--- src/hdl/assert_macros.svh ---
// assertion helpers shared by the rtl files
`ifndef ASSERT_MACROS_SVH
`define ASSERT_MACROS_SVH

`ifndef SYNTHESIS
// property checked outside reset
`define ASSERT_PROP(name, clk, rst_n, prop) \
  name: assert property (@(posedge clk) disable iff (!rst_n) prop) \
    else $error("assertion failed");
// property checked on every edge, reset included
`define ASSERT_ALWAYS(name, clk, prop) \
  name: assert property (@(posedge clk) prop) \
    else $error("assertion failed");
`else
`define ASSERT_PROP(name, clk, rst_n, prop)
`define ASSERT_ALWAYS(name, clk, prop)
`endif

`endif

--- src/hdl/slbm_pkg.sv ---
package slbm_pkg;

  // grid and chain geometry
  localparam int GRID_SIZE  = 16;
  localparam int GRID_W     = $clog2(GRID_SIZE);
  localparam int PIXELS     = 4;
  localparam int LED_COUNT  = GRID_SIZE * GRID_SIZE;
  localparam int LED_W      = 8;
  localparam int GROUPS     = (LED_COUNT + PIXELS - 1) / PIXELS;
  localparam int GRP_W      = $clog2(GROUPS);
  localparam int SLOT_W     = $clog2(PIXELS);

  // field widths
  localparam int LEVEL_W    = 8;
  localparam int SENS_W     = 4;
  localparam int COLOR_W    = 6;
  localparam int SENS_RESET = 1;

  // bar length arithmetic
  localparam int LEVEL_FULL = 130;
  localparam int PROD_W     = LEVEL_W + SENS_W + GRID_W;
  localparam int THR_W      = $clog2(LEVEL_FULL * (GRID_SIZE + 1) + 1);

  // brightness scale
  localparam int BRIGHT_MAX = 50;
  localparam int BR_W       = $clog2(BRIGHT_MAX * GRID_SIZE + 1);

  typedef logic [GRID_SIZE-1:0] grid_row_t;

  // finished bar row handed to the renderer
  typedef struct packed {
    logic      done;
    grid_row_t row;
  } bar_res_t;

  // brightness rising with position along the row
  function automatic logic [COLOR_W-1:0] bright_hi(input logic [GRID_W-1:0] pos);
    logic [BR_W-1:0] t;
    t = BR_W'(BRIGHT_MAX) * BR_W'(pos);
    return COLOR_W'(t >> GRID_W);
  endfunction

  // brightness falling with position along the row
  function automatic logic [COLOR_W-1:0] bright_lo(input logic [GRID_W-1:0] pos);
    logic [BR_W-1:0] t;
    t = BR_W'(BRIGHT_MAX) * (BR_W'(GRID_SIZE) - BR_W'(pos));
    return COLOR_W'(t >> GRID_W);
  endfunction

endpackage

--- src/hdl/slbm_bar_unit.sv ---
`include "assert_macros.svh"

module slbm_bar_unit (
  input  logic                            clk,
  input  logic                            rst_n,
  input  logic                            start,
  input  logic [slbm_pkg::LEVEL_W-1:0]    level,
  input  logic [slbm_pkg::SENS_W-1:0]     sensitivity,
  output slbm_pkg::bar_res_t              res
);
  import slbm_pkg::*;

  typedef enum logic [1:0] {ST_IDLE, ST_MUL, ST_CMP} state_t;

  state_t              state_r;
  logic [LEVEL_W-1:0]  level_r;
  logic [SENS_W-1:0]   sens_r;
  logic [PROD_W-1:0]   prod_r;
  logic [THR_W-1:0]    thr_r;
  logic [GRID_W-1:0]   cnt_r;
  grid_row_t           row_r;
  logic                done_r;

  // one multiply, then one compare per column against a rising threshold:
  // column j is lit when (j+1)*130 <= level*sensitivity*16
  always_ff @(posedge clk) begin
    if (!rst_n) begin
      state_r <= ST_IDLE;
      done_r  <= 1'b0;
    end else begin
      case (state_r)
        ST_IDLE: begin
          done_r <= 1'b0;
          if (start) begin
            level_r <= level;
            sens_r  <= sensitivity;
            state_r <= ST_MUL;
          end
        end
        ST_MUL: begin
          done_r  <= 1'b0;
          prod_r  <= (PROD_W'(level_r) * PROD_W'(sens_r)) << GRID_W;
          thr_r   <= THR_W'(LEVEL_FULL);
          cnt_r   <= '0;
          state_r <= ST_CMP;
        end
        ST_CMP: begin
          row_r  <= {(prod_r >= PROD_W'(thr_r)), row_r[GRID_SIZE-1:1]};
          thr_r  <= thr_r + THR_W'(LEVEL_FULL);
          cnt_r  <= cnt_r + 1'b1;
          done_r <= (cnt_r == GRID_W'(GRID_SIZE - 1));
          if (cnt_r == GRID_W'(GRID_SIZE - 1)) begin
            state_r <= ST_IDLE;
          end
        end
        default: begin
          done_r  <= 1'b0;
          state_r <= ST_IDLE;
        end
      endcase
    end
  end

  assign res.done = done_r;
  assign res.row  = row_r;

  `ASSERT_PROP(a_done_pulse, clk, rst_n, done_r |=> !done_r)
  `ASSERT_PROP(a_done_after_last, clk, rst_n,
    (state_r == ST_CMP && cnt_r == GRID_W'(GRID_SIZE - 1)) |=> done_r)

endmodule

--- src/hdl/slbm_render.sv ---
`include "assert_macros.svh"

module slbm_render (
  input  logic                            clk,
  input  logic                            rst_n,
  input  slbm_pkg::bar_res_t              bar,
  output logic                            out_valid,
  input  logic                            out_stall,
  output logic [slbm_pkg::LED_W-1:0]      out_first_led_index,
  output logic [slbm_pkg::COLOR_W-1:0]    out_red_a,
  output logic [slbm_pkg::COLOR_W-1:0]    out_green_a,
  output logic [slbm_pkg::COLOR_W-1:0]    out_red_b,
  output logic [slbm_pkg::COLOR_W-1:0]    out_green_b,
  output logic [slbm_pkg::COLOR_W-1:0]    out_red_c,
  output logic [slbm_pkg::COLOR_W-1:0]    out_green_c,
  output logic [slbm_pkg::COLOR_W-1:0]    out_red_d,
  output logic [slbm_pkg::COLOR_W-1:0]    out_green_d,
  output logic                            out_frame_end
);
  import slbm_pkg::*;

  grid_row_t             grid_r [GRID_SIZE];
  logic                  active_r;
  logic [GRP_W-1:0]      grp_r;
  logic                  out_valid_r;
  logic [LED_W-1:0]      first_r;
  logic                  frame_end_r;
  logic [COLOR_W-1:0]    red_r   [4];
  logic [COLOR_W-1:0]    green_r [4];

  logic [GRID_W-1:0]     row_idx;
  grid_row_t             row_bits;
  logic                  odd_row;
  logic [COLOR_W-1:0]    red_nxt   [4];
  logic [COLOR_W-1:0]    green_nxt [4];
  logic                  load;

  // current group's row and the pixels it covers
  assign row_idx  = GRID_W'((32'(grp_r) * PIXELS) >> GRID_W);
  assign row_bits = grid_r[row_idx];
  assign odd_row  = row_idx[0];
  assign load     = active_r && (!out_valid_r || !out_stall);

  // color of each slot in the group, mirrored column on odd rows
  always_comb begin
    logic [LED_W+1:0]  n;
    logic [GRID_W-1:0] pos;
    logic [GRID_W-1:0] col;
    for (int s = 0; s < 4; s++) begin
      n   = (LED_W+2)'(grp_r) * (LED_W+2)'(PIXELS) + (LED_W+2)'(s);
      pos = n[GRID_W-1:0];
      col = odd_row ? GRID_W'(GRID_SIZE - 1) - pos : pos;
      if (s < PIXELS && n < (LED_W+2)'(LED_COUNT) && row_bits[col]) begin
        red_nxt[s]   = odd_row ? bright_hi(pos) : bright_lo(pos);
        green_nxt[s] = odd_row ? bright_lo(pos) : bright_hi(pos);
      end else begin
        red_nxt[s]   = '0;
        green_nxt[s] = '0;
      end
    end
  end

  // history shift on a new bar row
  always_ff @(posedge clk) begin
    if (!rst_n) begin
      for (int r = 0; r < GRID_SIZE; r++) begin
        grid_r[r] <= '0;
      end
    end else if (bar.done) begin
      for (int r = GRID_SIZE - 1; r > 0; r--) begin
        grid_r[r] <= grid_r[r-1];
      end
      grid_r[0] <= bar.row;
    end
  end

  // group sequencer and output register
  always_ff @(posedge clk) begin
    if (!rst_n) begin
      active_r    <= 1'b0;
      grp_r       <= '0;
      out_valid_r <= 1'b0;
    end else begin
      if (out_valid_r && !out_stall && !active_r) begin
        out_valid_r <= 1'b0;
      end
      if (bar.done) begin
        active_r <= 1'b1;
        grp_r    <= '0;
      end else if (load) begin
        out_valid_r <= 1'b1;
        first_r     <= LED_W'(32'(grp_r) * PIXELS);
        frame_end_r <= (grp_r == GRP_W'(GROUPS - 1));
        for (int s = 0; s < 4; s++) begin
          red_r[s]   <= red_nxt[s];
          green_r[s] <= green_nxt[s];
        end
        grp_r <= grp_r + 1'b1;
        if (grp_r == GRP_W'(GROUPS - 1)) begin
          active_r <= 1'b0;
        end
      end
    end
  end

  assign out_valid           = out_valid_r;
  assign out_first_led_index = first_r;
  assign out_frame_end       = frame_end_r;
  assign out_red_a           = red_r[0];
  assign out_green_a         = green_r[0];
  assign out_red_b           = red_r[1];
  assign out_green_b         = green_r[1];
  assign out_red_c           = red_r[2];
  assign out_green_c         = green_r[2];
  assign out_red_d           = red_r[3];
  assign out_green_d         = green_r[3];

  `ASSERT_PROP(a_bar_when_idle, clk, rst_n, bar.done |-> (!active_r && !out_valid_r))
  `ASSERT_PROP(a_end_index, clk, rst_n,
    (out_valid_r && frame_end_r) |-> (first_r == LED_W'(32'(GROUPS - 1) * PIXELS)))
  `ASSERT_PROP(a_frame_starts_at_zero, clk, rst_n,
    $rose(out_valid_r) |-> (first_r == '0))

endmodule

--- src/hdl/scrolling_level_bar_matrix.sv ---
// Level meter for a 16 by 16 serpentine LED matrix. Each accepted level word
// scrolls the history grid down one row and adds a new bar on top, with
// length min(16, level*sensitivity*16/130); the block then sends the whole
// frame as 64 words of four pixels, the last marked by out_frame_end. Each
// level word is captured, multiplied once, compared in the shared compare
// unit one grid column at a time, scrolled into the grid and sent as the 64
// output words; the next level word is taken only once the last word of the
// frame has been taken, so a stalled output word holds it off as well.
// in_stall stays high until the last word of the frame is taken, and also
// while cfg_valid is high, so a configuration write goes ahead of a level.
// cfg_sensitivity (reset 1) is written when cfg_valid and cfg_ready are both
// high; cfg_ready is low while a level is being processed.
module scrolling_level_bar_matrix (
  input  logic                            clk,
  input  logic                            rst_n,
  input  logic                            cfg_valid,
  output logic                            cfg_ready,
  input  logic [slbm_pkg::SENS_W-1:0]     cfg_sensitivity,
  input  logic                            in_valid,
  output logic                            in_stall,
  input  logic [slbm_pkg::LEVEL_W-1:0]    in_level,
  output logic                            out_valid,
  input  logic                            out_stall,
  output logic [slbm_pkg::LED_W-1:0]      out_first_led_index,
  output logic [slbm_pkg::COLOR_W-1:0]    out_red_a,
  output logic [slbm_pkg::COLOR_W-1:0]    out_green_a,
  output logic [slbm_pkg::COLOR_W-1:0]    out_red_b,
  output logic [slbm_pkg::COLOR_W-1:0]    out_green_b,
  output logic [slbm_pkg::COLOR_W-1:0]    out_red_c,
  output logic [slbm_pkg::COLOR_W-1:0]    out_green_c,
  output logic [slbm_pkg::COLOR_W-1:0]    out_red_d,
  output logic [slbm_pkg::COLOR_W-1:0]    out_green_d,
  output logic                            out_frame_end
);
  import slbm_pkg::*;

  logic                busy_r;
  logic [SENS_W-1:0]   sens_r;
  logic                in_take;
  bar_res_t            bar;

  // a pending configuration write holds off the level word
  assign in_stall  = busy_r || cfg_valid;
  assign in_take   = in_valid && !in_stall;
  assign cfg_ready = !busy_r;

  // sensitivity register
  always_ff @(posedge clk) begin
    if (!rst_n) begin
      sens_r <= SENS_W'(SENS_RESET);
    end else if (cfg_valid && cfg_ready) begin
      sens_r <= cfg_sensitivity;
    end
  end

  // busy from accepted level word until the frame's last word leaves
  always_ff @(posedge clk) begin
    if (!rst_n) begin
      busy_r <= 1'b0;
    end else if (in_take) begin
      busy_r <= 1'b1;
    end else if (out_valid && !out_stall && out_frame_end) begin
      busy_r <= 1'b0;
    end
  end

  slbm_bar_unit u_bar (
    .clk         (clk),
    .rst_n       (rst_n),
    .start       (in_take),
    .level       (in_level),
    .sensitivity (sens_r),
    .res         (bar)
  );

  slbm_render u_render (
    .clk                 (clk),
    .rst_n               (rst_n),
    .bar                 (bar),
    .out_valid           (out_valid),
    .out_stall           (out_stall),
    .out_first_led_index (out_first_led_index),
    .out_red_a           (out_red_a),
    .out_green_a         (out_green_a),
    .out_red_b           (out_red_b),
    .out_green_b         (out_green_b),
    .out_red_c           (out_red_c),
    .out_green_c         (out_green_c),
    .out_red_d           (out_red_d),
    .out_green_d         (out_green_d),
    .out_frame_end       (out_frame_end)
  );

endmodule
--- config.mk ---
export PLATFORM = sky130hd
export DESIGN_NAME = scrolling_level_bar_matrix
export DESIGN_NICKNAME = d
export VERILOG_FILES = /design/src/hdl/slbm_pkg.sv /design/src/hdl/slbm_bar_unit.sv /design/src/hdl/slbm_render.sv /design/src/hdl/scrolling_level_bar_matrix.sv
export VERILOG_INCLUDE_DIRS = /design/src /design/src/hdl
export SDC_FILE = /design/constraint.sdc
export NUM_CORES = 1
export LEC_CHECK = 0
export ABC_AREA = 1
export BUFFER_PORTS_ARGS = -buffer_cell sky130_fd_sc_hd__clkbuf_2
export CORE_MARGIN = 4
export CORE_UTILIZATION = 64
export DETAILED_ROUTE_END_ITERATION = 8
export GPL_TIMING_DRIVEN = 0
export PLACE_DENSITY = 0.87
export REMOVE_ABC_BUFFERS = 1
export SLEW_MARGIN = 40
export SYNTH_ARGS = -nofsm -noshare
export SYNTH_HDL_FRONTEND = slang
export SYNTH_HIERARCHICAL = 1
export SYNTH_SLANG_ARGS = --single-unit
--- constraint.sdc ---
create_clock -name clk -period 15.9 [get_ports clk]
set_input_delay 1.59 -clock clk [delete_from_list [all_inputs] [get_ports clk]]
set_output_delay 1.59 -clock clk [all_outputs]
set_load 0.005 [all_outputs]
==> summary.md, run 1 <==
| Metric | Value |
|---|---|
| Util after Layout | `a little under three quarters` |
| Routed Wire Length | `38,200 µm` |
| Areal power density over the cells | `around 110 nW/µm²` |
| Highest clock rate | `around 290 MHz` |
| Die X | `between 150 and 200 µm` |
| Commonest cells post-synth | `nand2_1, inv_1, edfxtp_1, nor2_1, nand3_1` |
| Cells along the critical path | `clkbuf_2 -> inv_1 -> nand2_1 -> clkbuf_2` |
| Yosys reg bits | `around 380` |
| Kind of capture point of the worst setup path | `primary output` |
| Count of yosys warnings during synthesis | `6` |
| Netlist area before placement | `between 15,000 and 20,000 µm²` |
| Net count of the finished layout | `2,083` |
| Final Setup Violations | `0` |
| Clock buffer count from CTS | `39` |
| Number of standard-cell rows in the floorplan | `62` |
| Data arrival time at the worst-slack endpoint | `roughly 1900 ps` |
| Slew Limit Headroom | `41.5%` |
| Vias in the first global route | `between 10,000 and 15,000` |
| Top-area cell type share of the netlist area | `between 50% and 60%` |
| Routed length per instance | `~16 µm` |
| Slew of the pin with the lowest slew margin | `roughly 900 ps` |
| Largest driver fanout on the critical path | `2` |
| Initial antenna violation count | `0` |
| Post-synthesis cell type with the largest combined area | `edfxtp_1` |
| Fin Setup TNS | `0 ps` |
| Global-route congestion overflow total | `0` |
| Total I/O pin count | `77` |
| Setup slack of the most critical reg-to-reg path | `between 10,000 and 15,000 ps` |
| Critical R2R Capture | `u_render/green_r[0][0]$_SDFFCE_PN0P_` |
| Max-cap viol count | `0` |
| Standard cell with the maximum stage delay on the critical path | `clkbuf_2` |
| Via count | `around 13,000` |
| Post-route ant nets | `0` |
| Clock tree from TritonCTS | `yes` |
| Chip height | `around 180 µm` |
| DRC violation total after the first TritonRoute iteration | `between 1,500 and 2,000` |
| Launching element type of the critical path | `input port` |
| Minimum clock period | `between 3000 and 4000 ps` |
| Final weighted congestion of routability-driven global placement | `roughly 0.85` |
| Worst-case clock skew | `around 18 ps` |
| Number of filler instances in the final layout | `1,883` |
| Type of the tightest min-delay check | `reg -> reg` |
| Total of buffers placed on input and output ports | `74` |
| Slew Viols, Final | `0` |
| EDFF count, synth | `357` |
| Placed Area | `between 15,000 and 20,000 µm²` |
| Library cell appearing most often on the critical path | `clkbuf_2` |
| Clock latency at the later pin of the worst-skew pair | `530 ps` |
| Diode insertion count for antenna repair | `0` |
| Number of cells traversed by the worst register-to-register path | `11` |
| Cell types occupying the most area after synthesis | `edfxtp_1, nand2_1, inv_1, nor2_1, nand3_1` |
| Post-CTS setup repair buffer count | `0` |
| Reg clk slew, reported paths | `60 ps` |
| Crit path largest cell delay | `110 ps` |
| Wire length of the first global-routing pass | `between 60,000 and 70,000 µm` |
| Sequential fraction of the synthesis area | `about three fifths` |
| Unrepaired setup endpoints after global routing | `no` |
| Clock root buffer | `clkbuf_16` |
| Fraction of layout instances using a drive strength above 1 | `under 10%` |
| Total Routing Usage GR | `between 20% and 30%` |
| Number of buffers on the longest clock path | `3` |
| Number of instances on the worst hold path | `0` |
| Top_reg_cell synth | `edfxtp_1` |
| Combined area of the multi-input logic cells | `between 5000 and 6000 µm²` |
| Async set-reset flop share out of synthesis | `0%` |
| Data required, critical path | `14,310 ps` |
| Type of the worst setup path | `in -> out` |
| Fin crit share | `between 20 and 25%` |
| Clock sink count | `377` |
| Result of the run | `finished, final reports clean` |
| Final instance area | `between 20,000 and 25,000 µm²` |
| Number of optimization iterations in the first detailed-route pass | `6` |
| Largest net degree at the start of global routing | `91` |
| CTS resizes | `0` |
| Area inside the core boundary | `~29,000 µm²` |
| Mean instance size in the synthesized netlist | `between 9 and 10 µm²` |
| Most instantiated library cell after synthesis | `nand2_1` |
| Worst-case setup margin in the final layout | `between 10,000 and 15,000 ps` |
| Worst IR drop on VDD | `between 0.00009 and 0.0001 V` |
| Final hold violation count | `0` |
| Area of the die | `about 32,000 µm²` |
| Count of distinct cell types in the synthesized netlist | `37` |
| Final routed DRC violation total | `0` |
| Terminating pin of the worst hold path | `u_bar/sens_r[1]$_DFFE_PP_` |
| Critical Path Start | `cfg_valid` |
| Dpl hpwl | `about 23,000 µm` |
| Clock H-tree levels | `2` |
| Standby leakage power | `slightly below 9 nW` |
| Number of buffers added to fix hold violations after cts | `0` |
| Hold Startpoint | `sens_r[1]$_SDFFE_PN0P_` |
| Area growth, synth to finish | `9.56%` |
| Area used by sequential logic in the layout | `approximately 11,000 µm²` |
| Initial standard-cell utilization of the core | `64.9%` |
| Via density per instance | `around 5.5` |
| Pre-CTS setup slack | `between 10,000 and 15,000 ps` |
| Cells after Synth | `1,988` |
## logic make-up (layout without fill, tap and decap cells)
| kind of cell | Yosys count | in the layout | share of synthesized area [%] |
|---|---|---|---|
| flops | 377 | 377 | 59.7 |
| simple gates | 936 | 936 | 20.6 |
| fa+ha+maj | 50 | 50 | 3.84 |
| other cells | 1 | 2 | 0.0201 |
| compound gates | 126 | 126 | 4.19 |
| buf+inv | 488 | 544 | 11.1 |
| xor+xnor | 10 | 10 | 0.471 |
## power by group
part / internal, mW / total, mW / switching, mW
registers: 1.15 / 1.18 / 0.0302
logic: 0.0682 / 0.210 / 0.142
clock network: 0.501 / 0.865 / 0.364
total: 1.72 / 2.26 / 0.535
## worst max path at each step
| stage | end | slack [ps] |
|---|---|---|
| final | in_stall | 12400 |
| after global placement | u_render/green_r[2][3]$_SDFFCE_PN0P_ | 310 |
| after detailed placement | in_stall | 12400 |
| after floorplan | u_render/green_r[0][0]$_SDFFCE_PN0P_ | 5030 |
| after CTS | in_stall | 12400 |
| after global routing | u_render/red_r[0][0]$_SDFFCE_PN0P_ | 12340 |
## metrics by stage
step	total power, mW	std cells	hold WS (ps)
floorplan	1.36	1887	409
global placement	1.40	2345	414
detailed placement	1.41	2359	424
CTS	2.27	2429	437
global route	2.35	2429	450
finish	2.26	2429	434
## state kept, by name, indices dropped and copies added (netlist names), 2 cells and up, named ones only
register,count
u_bar/thr_r,11
u_bar/state_r,2
sens_r,4
u_render/red_r,16
u_render/grid_r,256
u_bar/row_r,16
u_bar/prod_r,12
u_bar/level_r,8
u_render/out_first_led_index,6
u_render/grp_r,6
u_bar/cnt_r,4
u_render/green_r,23
u_bar/sens_r,4
## metal layers
layer	vias to the layer above	global-route usage, %	wire length, µm
met2	582	42.5	19800
met4	0	8.92	1240
met5	-	0	0
met1	6225	29.4	14400
li1	6367	-	-
met3	100	3.35	2740
## layout by cell type, fill, tap and decap left out, drive strengths merged, types with 6 or more instances in the layout
cell type	n
nand3	204
a21oi	51
ha	38
nand2	399
dfxtp	20
clkinv	14
edfxtp	357
inv	386
nor3	6
o211ai	31
o21ai	41
nor2	322
clkbuf	127
fa	12
buf	14
## critical path: cells and delay by family
kind | cells | cell delay (ps)
AND/OR/NAND/NOR | 1 | 50
buffers and inverters | 3 | 260
## area by class of cell
| type | instances | share of cell area [%] |
|---|---|---|
| flip-flops and latches | 377 | 54.6 |
| repair buffers | 88 | 3.25 |
| clock buffers | 53 | 5.19 |
| multi-input cells | 1124 | 26.7 |
| clock inverters | 17 | 0.724 |
| well taps | 384 | 2.36 |
| inverters | 386 | 7.20 |
Power figures use the tool's default switching activity.
==> run 2: changes to the inputs <==
--- a/config.mk
+++ b/config.mk
@@ -9,10 +9,10 @@
 export ABC_AREA = 1
 export BUFFER_PORTS_ARGS = -buffer_cell sky130_fd_sc_hd__clkbuf_2
 export CORE_MARGIN = 4
-export CORE_UTILIZATION = 64
+export CORE_UTILIZATION = 62
 export DETAILED_ROUTE_END_ITERATION = 8
 export GPL_TIMING_DRIVEN = 0
-export PLACE_DENSITY = 0.87
+export PLACE_DENSITY = 0.85
 export REMOVE_ABC_BUFFERS = 1
 export SLEW_MARGIN = 40
 export SYNTH_ARGS = -nofsm -noshare
==> constraint.sdc (replaced) <==
create_clock -name clk -period 3.6 [get_ports clk]
set_input_delay 0.36 -clock clk [delete_from_list [all_inputs] [get_ports clk]]
set_output_delay 0.36 -clock clk [all_outputs]
set_load 0.005 [all_outputs]
==> summary.md, run 2 (synthesis results as in run 1) <==
| Metric | Value |
|---|---|
| Result of the run | `finished, final reports clean` |
| Area inside the core boundary | `29,600 µm²` |
| Final hold violation count | `0` |
| Initial antenna violation count | `0` |
| Worst-case clock skew | `17.0 ps` |
| Total I/O pin count | `77` |
| Number of standard-cell rows in the floorplan | `63` |
| Worst IR drop on VDD | `between 0.0004 and 0.0005 V` |
| Via count | `between 10,000 and 15,000` |
| Largest driver fanout on the critical path | `8` |
| Total of buffers placed on input and output ports | `74` |
| Routed Wire Length | `between 40,000 and 50,000 µm` |
| Commonest non-fill, non-tap cell in the layout | `nand2_1` |
| Largest net degree at the start of global routing | `between 90 and 100` |
| Number of filler instances in the final layout | `around 2,000` |
| Util after Layout | `roughly 70%` |
| Area growth, synth to finish | `10.1%` |
| Clock latency at the later pin of the worst-skew pair | `around 530 ps` |
| Highest clock rate | `315 MHz` |
| Fraction of layout instances using a drive strength above 1 | `between 8 and 9%` |
| Routed length per instance | `~17 µm` |
| Global-route congestion overflow total | `0` |
| Clock H-tree levels | `2` |
| Number of buffers on the longest clock path | `3` |
| Final routed DRC violation total | `0` |
| Net count of the finished layout | `roughly 2,100` |
| Fin Setup TNS | `0 ps` |
| Slew Limit Headroom | `approximately 47%` |
| Unrepaired setup endpoints after global routing | `no` |
| DRC violation total after the first TritonRoute iteration | `around 1,500` |
| Dpl hpwl | `approximately 24,000 µm` |
| Reg clk slew, reported paths | `approximately 60 ps` |
| Number of non-filler instances in the completed layout | `2,443` |
| Areal power density over the cells | `between 400 and 500 nW/µm²` |
| Minimum clock period | `3170 ps` |
| Slew Viols, Final | `0` |
| Number of optimization iterations in the first detailed-route pass | `8` |
| Clock buffer count from CTS | `40` |
| Worst-case setup margin in the final layout | `between 400 and 500 ps` |
| Initial standard-cell utilization of the core | `62.8%` |
| Area of the die | `about 33,000 µm²` |
| Chip height | `~180 µm` |
| Type of the worst setup path | `reg -> reg` |
| Slew of the pin with the lowest slew margin | `788 ps` |
| Diode insertion count for antenna repair | `0` |
| Clock root buffer | `clkbuf_16` |
| Via density per instance | `around 5.6` |
| Clock tree from TritonCTS | `yes` |
| Wire length of the first global-routing pass | `about 66,000 µm` |
| Largest registers in the final layout | `u_render/grid_r (256), u_render/green_r (23)` |
| Total Routing Usage GR | `approximately a quarter` |
| Standby leakage power | `~8.9 nW` |
| Final Setup Violations | `0` |
| Max-cap viol count | `0` |
| Data required, critical path | `roughly 3900 ps` |
| Vias in the first global route | `approximately 14,000` |
| Final weighted congestion of routability-driven global placement | `around 0.84` |
| Most frequent cells in the layout | `nand2_1, inv_1, edfxtp_1` |
| Crit path largest cell delay | `~550 ps` |
| Placed cell count | `about 2,400` |
| Max reg flops | `about 260` |
| Pre-CTS setup slack | `316 ps` |
| Post-route ant nets | `0` |
| Data arrival time at the worst-slack endpoint | `about 3500 ps` |
| Kind of capture point of the worst setup path | `flip-flop` |
| Clock sink count | `roughly 380` |
| Launching element type of the critical path | `flip-flop` |
| Type of the tightest min-delay check | `in -> reg` |
| Standard cell with the maximum stage delay on the critical path | `fa_1` |
| Cells along the critical path | `nand2_1 -> fa_1 -> inv_1 -> fa_1 -> inv_1 -> fa_1 -> o21ai_1 -> nand2_1 -> nand3_1 -> nand2_1` |
| Register ranked first by flip-flop count | `u_render/grid_r` |
| Die X | `between 150 and 200 µm` |
| Fin crit share | `just under 90%` |
-- run 2: cell count changes in the layout (fill, tap and decap cells not counted), sizes merged --
cell         change
bufinv           -2
clkinv           -1
clkinvlp         -1
inv              +2
clkbuf           +2
dlygate4sd3      +8
-- run 2: per-layer routing --
metal | up-vias | GRT usage, % | wire (µm)
li1 | 6389 | - | -
met1 | 6422 | 30.2 | 15000
met2 | 705 | 42.7 | 20800
met3 | 134 | 3.64 | 3000
met4 | 0 | 9.67 | 1510
met5 | - | 0 | 0
-- run 2: worst paths after layout --
kind / startpoint / to / slack [ps] / cells after the start
setup / recovery: u_bar/sens_r[3]$_DFFE_PP_ / u_bar/prod_r[14]$_DFFE_PP_ / 430 / 10
hold / removal: cfg_sensitivity[0] / sens_r[0]$_SDFFE_PN1P_ / 30 / 3
setup reg to reg: u_bar/sens_r[3]$_DFFE_PP_ / u_bar/prod_r[14]$_DFFE_PP_ / 430 / 10
hold reg to reg: sens_r[1]$_SDFFE_PN0P_ / u_bar/sens_r[1]$_DFFE_PP_ / 440 / 0
-- run 2: timing repair --
item / CTS / global route
buffers inserted: 0 / 0
endpoints found under the hold margin: 8 / 0
hold buffers: 8 / 0
resized for setup: 0 / 1
endpoints found under the setup margin: 0 / 5
-- run 2: layout make-up --
class	instances	area [µm²]	area share (%)
flip-flops and latches	377	11100	54.3
multi-input cells	1124	5440	26.5
inverters	386	1470	7.18
clock buffers	55	1120	5.46
repair buffers	96	756	3.69
well taps	390	488	2.38
clock inverters	15	92.6	0.452
-- run 2: worst max-delay path, delay by kind of cell, from the launching register on --
| family | cells | cell delay (ps) |
|---|---|---|
| flip-flops | 1 | 490 |
| adder cells (fa/ha/maj) | 3 | 1570 |
| AND/OR/NAND/NOR | 4 | 400 |
| AO/OA/AOI/OAI | 1 | 330 |
| buffers and inverters | 2 | 120 |
-- run 2: where the power goes --
group / leakage, nW / internal (mW) / switching [mW]
Clock: 0.595 / 2.18 / 1.65
Combinational: 4.61 / 0.314 / 0.653
Sequential: 3.74 / 5.09 / 0.137
-- run 2: metrics by stage --
step           instance area, µm²  power, mW  hold WS, ps
5_1_grt                     20500       10.4         47.0
2_1_floorplan               18000       5.99          409
3_3_place_gp                18900       6.19          414
4_1_cts                     20500       10.1         14.0
6_report                    20500       10.0         33.0
3_5_place_dp                19200       6.23          421
